### src/rtl/spm_pkg.sv
// ----------------------------------------------------------------------------
// spm_pkg: shared types and constants for the mode-0 SPI master shifter
// Beat layouts for both channels, the action and clock phase codes, and the
// byte geometry constants.
// ----------------------------------------------------------------------------
package spm_pkg;

  // Byte geometry.
  localparam logic [3:0] FullBits = 4'd8;
  localparam logic [3:0] MinBits  = 4'd1;

  // Kind of input beat.
  typedef enum logic {
    ActPush = 1'b0,
    ActTick = 1'b1
  } action_e;

  // Clock phase of the shifter.
  typedef enum logic [1:0] {
    PhIdle = 2'd0,
    PhLow  = 2'd1,
    PhHigh = 2'd2,
    PhDone = 2'd3
  } phase_e;

  // Input beat.
  typedef struct packed {
    action_e    action;
    logic [7:0] tx_byte;
    logic [3:0] byte_bits;
    logic       end_of_transfer;
    logic       miso;
  } spm_in_t;

  // Result beat.
  typedef struct packed {
    logic       cs_n;
    logic       sclk;
    logic       mosi;
    logic       ready_res;
    logic       rx_valid;
    logic [7:0] rx_byte;
    logic       rx_last;
  } spm_out_t;

  localparam int unsigned InWidth  = $bits(spm_in_t);
  localparam int unsigned OutWidth = $bits(spm_out_t);

endpackage

### src/rtl/spm_pipe_reg.sv
// ----------------------------------------------------------------------------
// spm_pipe_reg: one-entry valid/ready pipeline register
// Holds one beat and passes it on; takes a new beat in the same cycle the
// held one leaves, so a full stream moves at one beat per cycle while downstream is ready.
// ----------------------------------------------------------------------------
module spm_pipe_reg import spm_pkg::*; #(
  parameter int unsigned Width = InWidth
) (
  input  logic             clk_i,
  input  logic             rst_ni,
  input  logic             up_valid_i,
  output logic             up_ready_o,
  input  logic [Width-1:0] up_data_i,
  output logic             dn_valid_o,
  input  logic             dn_ready_i,
  output logic [Width-1:0] dn_data_o
);

  logic             valid_q, valid_d;
  logic [Width-1:0] data_q;

  // Room when empty or when the held beat leaves this cycle.
  assign up_ready_o = !valid_q || dn_ready_i;

  always_comb begin
    valid_d = valid_q;
    if (up_valid_i && up_ready_o) begin
      valid_d = 1'b1;
    end else if (dn_ready_i) begin
      valid_d = 1'b0;
    end
  end

  always_ff @(posedge clk_i or negedge rst_ni) begin
    if (!rst_ni) begin
      valid_q <= 1'b0;
    end else begin
      valid_q <= valid_d;
    end
  end

  // Payload needs no reset.
  always_ff @(posedge clk_i) begin
    if (up_valid_i && up_ready_o) begin
      data_q <= up_data_i;
    end
  end

  assign dn_valid_o = valid_q;
  assign dn_data_o  = data_q;

endmodule

### src/rtl/spm_core.sv
// ----------------------------------------------------------------------------
// spm_core: SPI shifter state and per-beat update
// Holding register, transmit and receive shifters, bit counter and clock
// phase. One input beat is applied per strobe and the result is formed from
// the state that the beat leaves behind.
// ----------------------------------------------------------------------------
module spm_core import spm_pkg::*; (
  input  logic     clk_i,
  input  logic     rst_ni,
  input  logic     proc_i,
  input  spm_in_t  item_i,
  output spm_out_t result_o
);

  logic [7:0] out_shift_q, out_shift_d;
  logic [7:0] in_shift_q, in_shift_d;
  logic [3:0] bit_index_q, bit_index_d;
  logic [3:0] bits_target_q, bits_target_d;
  logic [7:0] hold_byte_q, hold_byte_d;
  logic       hold_full_q, hold_full_d;
  logic       hold_final_q, hold_final_d;
  logic       fin_q, fin_d;
  phase_e     phase_q, phase_d;

  logic [3:0] n_bits;
  logic [3:0] bit_inc;
  logic [3:0] shamt;
  logic [3:0] push_bits;
  logic [7:0] shifted_in;
  logic [7:0] rx_just;
  logic       push_ok;

  // Next state and result for the beat being applied.
  always_comb begin
    out_shift_d   = out_shift_q;
    in_shift_d    = in_shift_q;
    bit_index_d   = bit_index_q;
    bits_target_d = bits_target_q;
    hold_byte_d   = hold_byte_q;
    hold_full_d   = hold_full_q;
    hold_final_d  = hold_final_q;
    fin_d         = fin_q;
    phase_d       = phase_q;
    result_o      = '0;

    // Bit count of the byte in the shifter.
    n_bits = fin_q ? bits_target_q : FullBits;
    if (n_bits == 4'd0 || n_bits > FullBits) begin
      n_bits = FullBits;
    end
    bit_inc    = bit_index_q + 4'd1;
    shifted_in = {in_shift_q[6:0], item_i.miso};
    shamt      = FullBits - n_bits;
    rx_just    = 8'(shifted_in << shamt);

    // Clamp the requested bit count of a pushed final byte.
    push_bits = item_i.byte_bits;
    if (push_bits == 4'd0) begin
      push_bits = MinBits;
    end else if (push_bits inside {[4'd9:4'd15]}) begin
      push_bits = FullBits;
    end

    push_ok = !hold_full_q && !(fin_q && phase_q != PhIdle);

    if (proc_i) begin
      if (item_i.action == ActPush) begin
        if (push_ok) begin
          hold_byte_d   = item_i.tx_byte;
          hold_final_d  = item_i.end_of_transfer;
          bits_target_d = item_i.end_of_transfer ? push_bits : FullBits;
          hold_full_d   = 1'b1;
        end
      end else begin
        case (phase_q)
          PhIdle: begin
            if (hold_full_q) begin
              out_shift_d = hold_byte_q;
              in_shift_d  = '0;
              bit_index_d = '0;
              phase_d     = PhLow;
              fin_d       = hold_final_q;
              hold_full_d = 1'b0;
            end else begin
              phase_d = PhIdle;
              fin_d   = 1'b0;
            end
          end
          PhLow: begin
            // Rising edge: sample MISO and advance the transmit shifter.
            in_shift_d  = shifted_in;
            out_shift_d = {out_shift_q[6:0], 1'b0};
            bit_index_d = bit_inc;
            if (bit_inc >= n_bits) begin
              result_o.rx_valid = 1'b1;
              result_o.rx_byte  = rx_just;
              result_o.rx_last  = fin_q;
              phase_d           = PhDone;
            end else begin
              phase_d = PhHigh;
            end
          end
          PhHigh: begin
            phase_d = PhLow;
          end
          PhDone: begin
            // Close the transfer, chain the next byte, or hold SCLK high.
            if (fin_q) begin
              phase_d = PhIdle;
              fin_d   = 1'b0;
            end else if (hold_full_q) begin
              out_shift_d = hold_byte_q;
              in_shift_d  = '0;
              bit_index_d = '0;
              phase_d     = PhLow;
              fin_d       = hold_final_q;
              hold_full_d = 1'b0;
            end
          end
          default: begin
            phase_d = PhIdle;
          end
        endcase
      end
    end

    // Pin levels after the beat.
    result_o.cs_n      = (phase_d == PhIdle);
    result_o.sclk      = (phase_d == PhHigh) || (phase_d == PhDone);
    result_o.mosi      = out_shift_d[7];
    result_o.ready_res = !hold_full_d && !(fin_d && phase_d != PhIdle);
  end

  always_ff @(posedge clk_i or negedge rst_ni) begin
    if (!rst_ni) begin
      out_shift_q   <= '0;
      in_shift_q    <= '0;
      bit_index_q   <= '0;
      bits_target_q <= FullBits;
      hold_full_q   <= 1'b0;
      hold_final_q  <= 1'b0;
      fin_q         <= 1'b0;
      phase_q       <= PhIdle;
    end else begin
      out_shift_q   <= out_shift_d;
      in_shift_q    <= in_shift_d;
      bit_index_q   <= bit_index_d;
      bits_target_q <= bits_target_d;
      hold_full_q   <= hold_full_d;
      hold_final_q  <= hold_final_d;
      fin_q         <= fin_d;
      phase_q       <= phase_d;
    end
  end

  // The holding byte is only read after a push has written it.
  always_ff @(posedge clk_i) begin
    hold_byte_q <= hold_byte_d;
  end

endmodule

### src/rtl/spi_mode0_master_shifter.sv
// ----------------------------------------------------------------------------
// spi_mode0_master_shifter: mode-0 SPI master, MSB first
// Pushes fill a one-byte holding register; ticks advance SCLK by half a
// period each. One result beat per input beat carries the pin levels and
// any completed receive byte.
//
//   Channel | Direction | Handshake             | Beat
//   --------+-----------+-----------------------+----------
//   in      | input     | in_valid_i/in_ready_o | spm_in_t
//   out     | output    | out_valid_o/out_ready_i | spm_out_t
//
// One beat per clock cycle sustained while the output accepts beats; from the input
// handshake to the result beat a beat passes the input register, then the result register.
// The state update sits between those two registers and is a single pass.
// Reset clears control state and leaves SCLK low with chip select high.
// A stalled output holds its beat and back-pressures the input register.
// ----------------------------------------------------------------------------
module spi_mode0_master_shifter import spm_pkg::*; (
  input  logic     clk_i,
  input  logic     rst_ni,
  input  logic     in_valid_i,
  output logic     in_ready_o,
  input  spm_in_t  in_item_i,
  output logic     out_valid_o,
  input  logic     out_ready_i,
  output spm_out_t out_item_o
);

  logic                 stage_valid;
  logic                 res_ready;
  logic                 proc;
  logic [InWidth-1:0]   stage_bits;
  logic [OutWidth-1:0]  out_bits;
  spm_in_t              stage_item;
  spm_out_t             result;

  // Input register.
  spm_pipe_reg #(
    .Width(InWidth)
  ) u_in_reg (
    .clk_i     (clk_i),
    .rst_ni    (rst_ni),
    .up_valid_i(in_valid_i),
    .up_ready_o(in_ready_o),
    .up_data_i (in_item_i),
    .dn_valid_o(stage_valid),
    .dn_ready_i(res_ready),
    .dn_data_o (stage_bits)
  );

  assign stage_item = spm_in_t'(stage_bits);
  assign proc       = stage_valid && res_ready;

  // Shifter state and update.
  spm_core u_core (
    .clk_i   (clk_i),
    .rst_ni  (rst_ni),
    .proc_i  (proc),
    .item_i  (stage_item),
    .result_o(result)
  );

  // Result register.
  spm_pipe_reg #(
    .Width(OutWidth)
  ) u_out_reg (
    .clk_i     (clk_i),
    .rst_ni    (rst_ni),
    .up_valid_i(stage_valid),
    .up_ready_o(res_ready),
    .up_data_i (result),
    .dn_valid_o(out_valid_o),
    .dn_ready_i(out_ready_i),
    .dn_data_o (out_bits)
  );

  assign out_item_o = spm_out_t'(out_bits);

  // A byte completes only on a rising edge inside a transfer.
  assert property (@(posedge clk_i) disable iff (!rst_ni)
    out_valid_o && out_item_o.rx_valid |-> out_item_o.sclk && !out_item_o.cs_n)
    else $error("received byte reported outside a high clock phase");

  // The clock is low whenever chip select is released.
  assert property (@(posedge clk_i) disable iff (!rst_ni)
    out_valid_o && out_item_o.cs_n |-> !out_item_o.sclk)
    else $error("SCLK high with chip select released");

  // The final byte blocks pushes until the transfer has closed.
  assert property (@(posedge clk_i) disable iff (!rst_ni)
    out_valid_o && out_item_o.rx_last |-> out_item_o.rx_valid && !out_item_o.ready_res)
    else $error("final byte reported with pushes still open");

  // A beat that enters the core reaches the result register next cycle.
  assert property (@(posedge clk_i) disable iff (!rst_ni)
    proc |=> out_valid_o)
    else $error("processed beat missing from result register");

endmodule
### config.mk
export PLATFORM = sky130hd
export DESIGN_NAME = spi_mode0_master_shifter
export DESIGN_NICKNAME = d
export VERILOG_FILES = /design/src/rtl/spm_pkg.sv /design/src/rtl/spm_pipe_reg.sv /design/src/rtl/spm_core.sv /design/src/rtl/spi_mode0_master_shifter.sv
export SDC_FILE = /design/constraint.sdc
export NUM_CORES = 1
export LEC_CHECK = 0
export ABC_AREA = 1
export CORE_MARGIN = 3
export CORE_UTILIZATION = 55
export CTS_CLUSTER_SIZE = 24
export DETAILED_ROUTE_END_ITERATION = 8
export DONT_BUFFER_PORTS = 1
export GPL_TIMING_DRIVEN = 0
export PLACE_DENSITY = 0.7
export SYNTH_ARGS = -nofsm -noshare
export SYNTH_HDL_FRONTEND = slang
export SYNTH_HIERARCHICAL = 1
export SYNTH_SLANG_ARGS = --single-unit
### constraint.sdc
create_clock -name clk_i -period 3.1 [get_ports clk_i]
set_input_delay 0.62 -clock clk_i [delete_from_list [all_inputs] [get_ports clk_i]]
set_output_delay 0.62 -clock clk_i [all_outputs]
set_load 0.02 [all_outputs]
After elaboration in Yosys (flattened, before gate mapping). Cells that the tools add are included.

Logic and storage cells: 98. Input bits: 19. Flip-flop bits (word level): 68. Output and inout port bits: 16.

Reductions and logical operators: 30. Equal/unequal tests: 6. Magnitude comparators: 4. Shift-type cells: 1. Bitwise gates (word level): 1. Muxes and demuxes: 38. Add/sub/neg operators: 2.

Operator list (number): 8-bit 2-to-1 mux (6); 8-bit one-hot mux with 3 select lines (2); 4-bit 2-to-1 mux (7); 1-bit 2-to-1 mux (14); 4-bit one-hot mux with 3 select lines (1); 10-bit 2-to-1 mux (1); 2-bit == test, second input constant (4); 4-bit zero test (2); 2-bit 2-to-1 mux (4); 2-bit one-hot mux with 4 select lines (1); 2-bit nonzero test (4); 8-bit by 4-bit << shifter with 8-bit output (1); 1-bit logical AND (7); 1-bit zero test (6); 3-bit AND reduction (2); 4-bit by 1-bit adder with 4-bit output, second input constant (1); 4-bit greater-or-equal comparator (1); 4-bit greater-or-equal comparator, second input constant (1); 4-bit greater-than comparator, second input constant (1); 4-bit less-or-equal comparator, second input constant (1); 2-bit zero test (2); 1-bit logical OR (4); 1-bit one-hot mux with 2 select lines (2); 4-bit AND reduction (1); 6 further kinds (6).

Longest topological paths before layout. Gate-level depths: netlist of run 1.

Depth after elaboration: 13. Mapped depth: 15.

By module. The synthesis of run 1 kept the hierarchy.

By module, submodules not included: spm_core (cells each 243, area an instance 2098.3 sq um, times used 1); spm_pipe_reg at u_in_reg (cells each 21, area an instance 495.5 sq um, times used 1); spm_pipe_reg at u_out_reg (cells each 20, area an instance 465.4 sq um, times used 1); spi_mode0_master_shifter (cells each 2, area an instance 7.5 sq um, times used 1).

Worst setup path after synthesis of run 1. No wires, ideal clock.

Kind: input-to-reg. Start point: in out_ready_i. End point: reg u_in_reg.data_q[0], in the netlist u_in_reg/dn_data_o[0], enable pin. Arrival time: 1559 ps. Stages: 4. Setup time: 392 ps. Data required time: 2708 ps. Slack: 1149 ps. Cells stage by stage: inv_1 nand2_1 inv_1 a21oi_1.

Cells in the longest elaborated chain, start to end: 3.

Ends and longest elaborated chain: start: declaration (line spi_mode0_master_shifter.sv:25) `input logic out_ready_i,`; 1-bit logical OR (line spm_pipe_reg.sv:23) `assign up_ready_o = !valid_q || dn_ready_i;`; via res_ready (line spi_mode0_master_shifter.sv:30) `logic res_ready;`; 1-bit logical OR (line spm_pipe_reg.sv:23); 1-bit logical AND (line spm_pipe_reg.sv:44) `if (up_valid_i && up_ready_o) begin`; end signal: assignment (line spm_pipe_reg.sv:45) `data_q <= up_data_i;`; end: declaration (line spm_pipe_reg.sv:20) `logic [Width-1:0] data_q;`.

The timed path passes the listed nets, and every way through them passes these cells. A chain may end at the register's enable or synchronous reset.

Final worst setup path of run 1.
Start point: reg u_core.fin_q. End point: reg u_out_reg.data_q[2], in the netlist u_out_reg/dn_data_o[2], data pin.

Cells in the longest elaborated chain, start to end: 6. Elaborated cells between the ends (all ways): 9. Those cells by class: add/sub (1); order compare (2); shift (1); mux (2); reduce/logical (3).

Ends and longest elaborated chain: start: declaration (line spm_core.sv:22) `logic fin_q, fin_d;`; start signal: assignment (line spm_core.sv:151) `fin_q <= fin_d;`; 4-bit 2-to-1 mux (*) (line spm_core.sv:47) `n_bits = fin_q ? bits_target_q : FullBits;`; 4-bit greater-than comparator or 4-bit zero test (tied branches) (line spm_core.sv:48) `if (n_bits == 4'd0 || n_bits > FullBits) begin`; 1-bit logical OR (line spm_core.sv:48); 4-bit 2-to-1 mux (*) (line spm_core.sv:48); 4-bit subtractor or 4-bit greater-or-equal comparator (tied branches) (line spm_core.sv:53, spm_core.sv:94); 8-bit by 4-bit << shifter with 8-bit output or 3-bit AND reduction (tied branches); end signal: assignment (line spm_pipe_reg.sv:45); end: declaration (line spm_pipe_reg.sv:20).

Every way passes the cells marked *; elsewhere a longest branch is shown, timed or not.

==> results of run 1 <==
## power by group through the flow
stage / sequential, uW / combinational (uW) / clock (uW)
2_1_floorplan: 1310 / 674 / 0
3_3_place_gp: 1340 / 801 / 0
3_5_place_dp: 1340 / 820 / 0
4_1_cts: 1330 / 835 / 707
5_1_grt: 1360 / 971 / 741
6_report: 1330 / 842 / 690
## sequential cells by signal (all words and copies together), names as in the netlist
| signal | flops |
|---|---|
| u_core/bit_index_q | 4 |
| u_core/hold_final_q | 1 |
| u_core/hold_byte_q | 8 |
| u_core/out_shift_q | 8 |
| u_in_reg/dn_data_o | 15 |
| u_core/hold_full_q | 1 |
| u_core/fin_q | 1 |
| u_core/bits_target_q | 4 |
| u_out_reg/dn_data_o | 14 |
| u_out_reg/dn_valid_o | 1 |
| u_core/phase_q | 2 |
| u_core/in_shift_q | 7 |
| u_in_reg/dn_valid_o | 1 |
## layout by cell type, fill, tap and decap left out, types with 3 or more instances in the layout
| master | count |
|---|---|
| inv_2 | 6 |
| ha_1 | 10 |
| o21ai_1 | 3 |
| a21oi_1 | 13 |
| o22ai_1 | 10 |
| dfrtp_1 | 29 |
| edfxtp_1 | 37 |
| inv_1 | 45 |
| nor2_1 | 10 |
| a31oi_1 | 3 |
| nand2_2 | 5 |
| nand3_1 | 11 |
| clkbuf_8 | 9 |
| o21ai_0 | 13 |
| nand2_1 | 55 |
| nor3_1 | 3 |
## critical path, cell delays in order, from the launching register on
cell and delay (ns):
dfrtp_1 0.49, inv_2 0.13, a311oi_1 0.30, ha_1 0.31
a21oi_1 0.14, nand3_1 0.13, nand3_1 0.19, inv_1 0.09
nand2_1 0.12, nor2_1 0.06
## cells by family after synthesis
kind of cell | synth area share, %
xor+xnor | 1.10
fa+ha+maj | 4.08
buf+inv | 7.51
compound gates | 11.7
simple gates | 14.9
flops | 60.8
## timing repair
| action | 4_1_cts | 5_1_grt |
|---|---|---|
| setup endpoints to repair | 0 | 0 |
| resized for setup | 0 | 0 |
| hold buffers | 1 | 0 |
| hold endpoints to repair | 29 | 0 |
## cell usage after synthesis, types with 2 or more instances
cell type	count	area [sq um]
nand3_1	11	55.1
nand2_2	5	31.3
o21ai_2	2	17.5
nor2_4	2	22.5
nor3_1	3	15.0
inv_2	6	22.5
o211ai_1	2	15.0
a21oi_1	14	70.1
edfxtp_1	37	1110
o21ai_1	3	15.0
a31oi_1	3	18.8
a211oi_1	2	15.0
dfrtp_1	29	726
o22ai_1	10	62.6
nand2_1	55	206
o21ai_0	13	65.1
a22o_1	2	17.5
inv_1	45	169
nand2_4	2	22.5
nor2_1	10	37.5
nand4_1	2	12.5
ha_1	10	125
## worst paths after layout
kind | startpoint | endpoint | cells after the start
hold / removal | rst_ni | u_core/in_shift_q[0] | 1
setup reg to reg | u_core/fin_q | u_out_reg/dn_data_o[2] | 9
setup / recovery | u_core/fin_q | u_out_reg/dn_data_o[2] | 9
hold reg to reg | u_in_reg/dn_data_o[11] | u_core/hold_byte_q[5] | 0
min in group clk_i | in_item_i[10] | u_in_reg/dn_data_o[10] | 0
max in group asynchronous | rst_ni | u_core/out_shift_q[1] | 1
## final cells by class
cell class | instances | share of cell area [%]
buffer | 4 | 0.815
clock buffer | 9 | 3.67
clock inverter | 7 | 2.04
inverter | 52 | 6.00
multi-input combinational | 163 | 28.9
sequential | 67 | 55.1
tap | 70 | 2.59
timing repair buffer | 2 | 0.815
## metrics by stage
step | hold WS (ns) | worst slack, ns
floorplan | 0.324 | 1.15
global placement | 0.325 | 0.935
detailed placement | 0.325 | 0.896
CTS | 0.0910 | 0.894
global route | 0.0972 | 0.738
finish | 0.0984 | 0.895
## routing by layer
layer	vias to the layer above	GRT usage (%)	part of all wire, %
met5	-	0	0
met4	0	11.8	2.7
met3	10	3.81	3.9
met2	58	28.1	45
met1	915	23.4	49
li1	987	-	-
==> results by group, run 1 <==
Run status
  – Status: finished, final reports clean

Setup path
  – CP Launch Type: register
  – Worst R2R Setup Slack: 0.90 ns
  – Critical setup path kind: reg2reg
  – Worst Setup End Kind: register
  – Worst-path fanout max: 5
  – Crit path required time: 3.19 ns
  – Worst EP arrival: 2.30 ns

Finish
  – Antenna cells: 0
  – Post-route cell area: 3380 sq um
  – Nets@finish: 328
  – Fill count: 416
  – Area Growth Syn to Fin: 10.2%
  – Finished Core Util: 64.5%
  – Layout cell share with drive strength beyond 1: 15.8%
  – Non-Filler Instances: 374
  – Register area: 1860 sq um
  – Area occupied by multi-input gates: 977 sq um

Floorplan
  – Die Wd: roughly 80 um
  – Ports: 35
  – FP Rows: 26
  – Die area: 6510 sq um
  – Initial core utilization: about three fifths
  – Die Ht: 80.7 um
  – Placeable Area: 5240 sq um

Synthesis
  – Syn Area/Cell: about 11 sq um
  – Top FF cell, synth: edfxtp_1
  – Post-synthesis sequential area ratio: 60.8%
  – Post-Syn Instances: 286
  – Syn nets: 315
  – Ys Warns: 6
  – Mapped cell area: 3070 sq um
  – Yosys reg bits: 67
  – Async set or reset register ratio after synthesis: 44.8%
  – Synth cell types: 40
  – EDFF count, synth: 37

Placed design
  – Post-DP HPWL: 3680 um
  – Post-DP Area: about 3200 sq um
  – Placed cells: 356
  – IO buf count: 0
  – Final GP Congestion: ~0.86

Drt
  – Via count: 1970
  – Final ANT Viol Nets: 0
  – Drt drc: 0
  – DR WL/cell: 13.6 um
  – Initial drt markers: 129
  – Vias per cell: between 5 and 6
  – DRT Wirelength: 5090 um
  – 1st-pass router iterations: 4

Clock tree
  – # clock sinks: 67
  – CTS tree: yes
  – Post-CTS Setup Bufs: 0
  – Root buffer cell: clkbuf_8
  – Worst skew pair latency: 0.33 ns
  – Clock buffer depth: 2
  – CTS H-tree depth: 3
  – TritonCTS buffer count: 9
  – Reg clk slew, reported paths: 0.07 ns

GRT
  – First-pass GRT wire length: approximately 8700 um
  – Vias in the first global route: ~1900
  – Overall global routing resource usage: between 10% and 20%
  – Grt total ovfl: 0
  – Initial antenna violation count: 0
  – Largest net degree at the start of global routing: 30

STA
  – FMAX: 454 MHz
  – Layout Skew: 0.00642 ns
  – Unrepaired setup endpoints after global routing: false
  – Pins Over Slew Limit: 0
  – Worst-Margin Slew: between 0.7 and 0.8 ns
  – Final Critical Period: 2.20 ns
  – Max-slew headroom: 51.6%
  – Setup Total Neg Slack: 0 ns
  – Final Hold Viols: 0
  – Final worst-path cycle share: between 70 and 80%
  – Final setup fails: 0

Power and ir drop
  – Leak Pwr: 0.00153 uW
  – VDD IR-drop max: 0.000405 V
  – Internal power: 1830 uW
  – Combinational share of power: roughly 30%
  – Seq pwr share: a little under half
  – P_sw: just over 1000 uW
  – PwrDens: 847 nW/um^2
  – Switching share of total power: 36.0%
  – Clock power share: approximately 24%
  – Power, Total: 2860 uW

Run
  – Maxcap violations: 0

Min path
  – Min-Delay Path Class: in2async
No activity file was read; power rests on OpenSTA's default activity.
==> run 2, diff against run 1 <==
--- a/config.mk
+++ b/config.mk
@@ -5,7 +5,7 @@
 export SDC_FILE = /design/constraint.sdc
 export NUM_CORES = 1
 export LEC_CHECK = 0
-export ABC_AREA = 1
+export ABC_AREA = 0
 export CORE_MARGIN = 3
 export CORE_UTILIZATION = 55
 export CTS_CLUSTER_SIZE = 24
==> constraint.sdc (replaced) <==
create_clock -name clk_i -period 2.08 [get_ports clk_i]
set_input_delay 0.416 -clock clk_i [delete_from_list [all_inputs] [get_ports clk_i]]
set_output_delay 0.416 -clock clk_i [all_outputs]
set_load 0.02 [all_outputs]
==> run 2 against run 1 <==
  * The flow now finishes with violations (setup timing)
  * Highest routed layer unchanged
  * Setup slack worse by 1.0 ns
  * Count of clock-buffer cells in the layout increased by 3
  * Non-clock buffer count is 19 higher
  * Sequential share of layout area down 4.4 points
  * Hold slack gained 0.074 ns
  * Clock power is 27% higher
  * Fmax decreased by 1.2%
  * Power grew 46%
  * Flip-flop and latch count did not move
==> results by group, run 2 <==
Placed design
  – Post-DP HPWL: 4010 um
  – IO buf count: 0
  – Final GP Congestion: around 0.94
  – Post-DP Area: 3280 sq um
  – Placed cells: 299

Finish
  – Post-route cell area: 3680 sq um
  – Layout cell share with drive strength beyond 1: 32.8%
  – Non-Filler Instances: 329
  – Fill count: 350
  – Nets@finish: 283
  – Antenna cells: 0
  – Commonest non-fill, non-tap cell in the layout: edfxtp_1
  – Max reg flops: 15
  – Commonest cells after routing, fill and taps aside: 37 x edfxtp_1, 27 x dfrtp_1, 14 x a22o_1
  – Area Growth Syn to Fin: 18.7%

Floorplan
  – Die area: 6570 sq um
  – Ports: 35
  – Initial core utilization: 58.8%
  – Placeable Area: between 5000 and 6000 sq um
  – Die Wd: 81.1 um
  – Die Ht: 81.1 um
  – FP Rows: 26

Clock tree
  – TritonCTS buffer count: 9
  – # clock sinks: 67
  – CTS H-tree depth: 3
  – Worst skew pair latency: roughly 0.34 ns
  – CTS tree: yes
  – Root buffer cell: clkbuf_8
  – Reg clk slew, reported paths: 0.07 ns
  – Clock buffer depth: 2

Run
  – Maxcap violations: 0

Synthesis
  – Ys Warns: 6
  – EDFF count, synth: 37
  – Syn Area/Cell: 13.5 sq um
  – Synth cell types: 50
  – Synth area leader: edfxtp_1
  – Area contributors post-synth: edfxtp_1 36%, dfrtp_1 23%, ha_1 4.0%, a22o_1 4.0%, mux4_2 2.9%
  – Top FF cell, synth: edfxtp_1
  – Post-synthesis sequential area ratio: about three fifths
  – Yosys reg bits: 67
  – Mapped cell area: 3100 sq um
  – Syn nets: 258
  – Post-Syn Instances: 229
  – Async set or reset register ratio after synthesis: 44.8%
  – Commonest cells in the netlist: 37 x edfxtp_1, 29 x dfrtp_1, 14 x a22o_1, 10 x ha_1, 10 x o21ai_0
  – Most frequent cell after synthesis: edfxtp_1
  – Synth top area share: 35.9%

Drt
  – Final ANT Viol Nets: 0
  – 1st-pass router iterations: 4
  – Drt drc: 0
  – Via count: 2002
  – Vias per cell: 6.09
  – DR WL/cell: 18.2 um
  – Initial drt markers: 109
  – DRT Wirelength: around 6000 um

Power and ir drop
  – PwrDens: 1130 nW/um^2
  – VDD IR-drop max: 0.000612 V
  – Leak Pwr: 0.00145 uW

Run status
  – Status: finished, violations left
  – Failing checks: setup timing

GRT
  – Largest net degree at the start of global routing: 31
  – Overall global routing resource usage: 20.0%
  – Vias in the first global route: 2111
  – Initial antenna violation count: 0
  – First-pass GRT wire length: between 9000 and 10000 um
  – Grt total ovfl: 0

STA
  – Layout Skew: 0.0115 ns
  – Final setup fails: 11
  – Final worst-path cycle share: 107%
  – Final Critical Period: about 2.2 ns
  – Setup Total Neg Slack: -1.21 ns
  – Pins Over Slew Limit: 0
  – Max-slew headroom: 63.9%
  – Unrepaired setup endpoints after global routing: true
  – FMAX: 448 MHz
  – Setup WS post-layout: -0.151 ns
  – Worst-Margin Slew: 0.537 ns
  – Final Hold Viols: 0

Setup path
  – Critical setup path kind: reg2reg
  – Worst Setup End Kind: register
  – Worst EP arrival: 2.34 ns
  – Crit path required time: 2.19 ns
  – Worst-path fanout max: 6
  – CP Launch Type: register

Min path
  – Min-Delay Path Class: in2reg
[run 2: report_power, final]
| group | internal [uW] | leakage [uW] | total [uW] | switching [uW] |
|---|---|---|---|---|
| Clock | 423 | 0.0000816 | 875 | 452 |
| Combinational | 642 | 0.000627 | 1300 | 658 |
| Sequential | 1720 | 0.000741 | 1990 | 279 |
[run 2: cells by family (layout without fill, tap and decap cells)]
family                   count (synthesis)  count (layout)  share of synthesized area (%)
AND/OR/NAND/NOR                         63              63                           12.6
buffers and inverters                   20              50                           3.19
flip-flops                              67              67                           60.1
multiplexers                            11              11                           5.33
XOR/XNOR                                 5               5                           1.41
adder cells (fa/ha/maj)                 10              10                           4.04
AO/OA/AOI/OAI                           53              53                           13.3
[run 2: cell type report]
cell class | count | area [sq um] | share of cell area (%)
Tap cell | 70 | 87.6 | 2.38
Clock inverter | 4 | 18.8 | 0.510
Sequential cell | 67 | 1870 | 50.7
Multi-Input combinational cell | 142 | 1320 | 35.9
Clock buffer | 12 | 135 | 3.67
Buffer | 9 | 68.8 | 1.87
Inverter | 9 | 41.3 | 1.12
Timing Repair Buffer | 16 | 143 | 3.88
[run 2: routing by layer]
metal  share of wire, %  track usage, %  up-vias
met1                 39            22.5      982
li1                   -               -      921
met3                5.3            4.77       22
met5                  0               0        -
met2                 52            34.1       77
met4                3.4            12.5        0
[run 2: stage by stage]
step	hold slack [ns]	total power, uW	setup slack, ns	util [%]
floorplan	0.120	2830	-0.116	-
finish	0.172	4170	-0.151	69.8
CTS	0.151	4090	-0.197	68.1
global placement	0.122	3030	-0.275	62.2
global route	0.146	4410	-0.224	69.8
detailed placement	0.122	3100	-0.298	62.2
[run 2: repair_timing]
| action | CTS | global route |
|---|---|---|
| setup endpoints to repair | 13 | 29 |
| buffers inserted | 12 | 2 |
| resized for setup | 14 | 18 |
| gates cloned | 0 | 0 |
| hold buffers | 2 | 0 |
| endpoints found under the hold margin | 30 | 0 |
| pin swaps | 7 | 12 |
[run 2: worst max-delay path, stage by stage, from the launching register on]
cell and delay, ns:
dfstp_2 0.56, buf_6 0.10, nand2b_4 0.12, or2_4 0.14, ha_4 0.20, a2111oi_4 0.37, or3_1 0.18, buf_6 0.14
inv_4 0.05, and3_4 0.14
[run 2: final timing paths]
kind | from | to | slack [ns] | cells after the start
hold / removal | in_item_i[10] | u_in_reg/dn_data_o[10] | 0.17 | 0
max in group asynchronous | rst_ni | u_core/bits_target_q[3] | 1.32 | 2
setup reg to reg | u_core/bits_target_q[3] | u_out_reg/dn_data_o[4] | -0.15 | 9
setup / recovery | u_core/bits_target_q[3] | u_out_reg/dn_data_o[4] | -0.15 | 9
min in group asynchronous | rst_ni | u_core/in_shift_q[2] | 0.51 | 2
hold reg to reg | u_in_reg/dn_data_o[12] | u_core/hold_byte_q[6] | 0.41 | 0
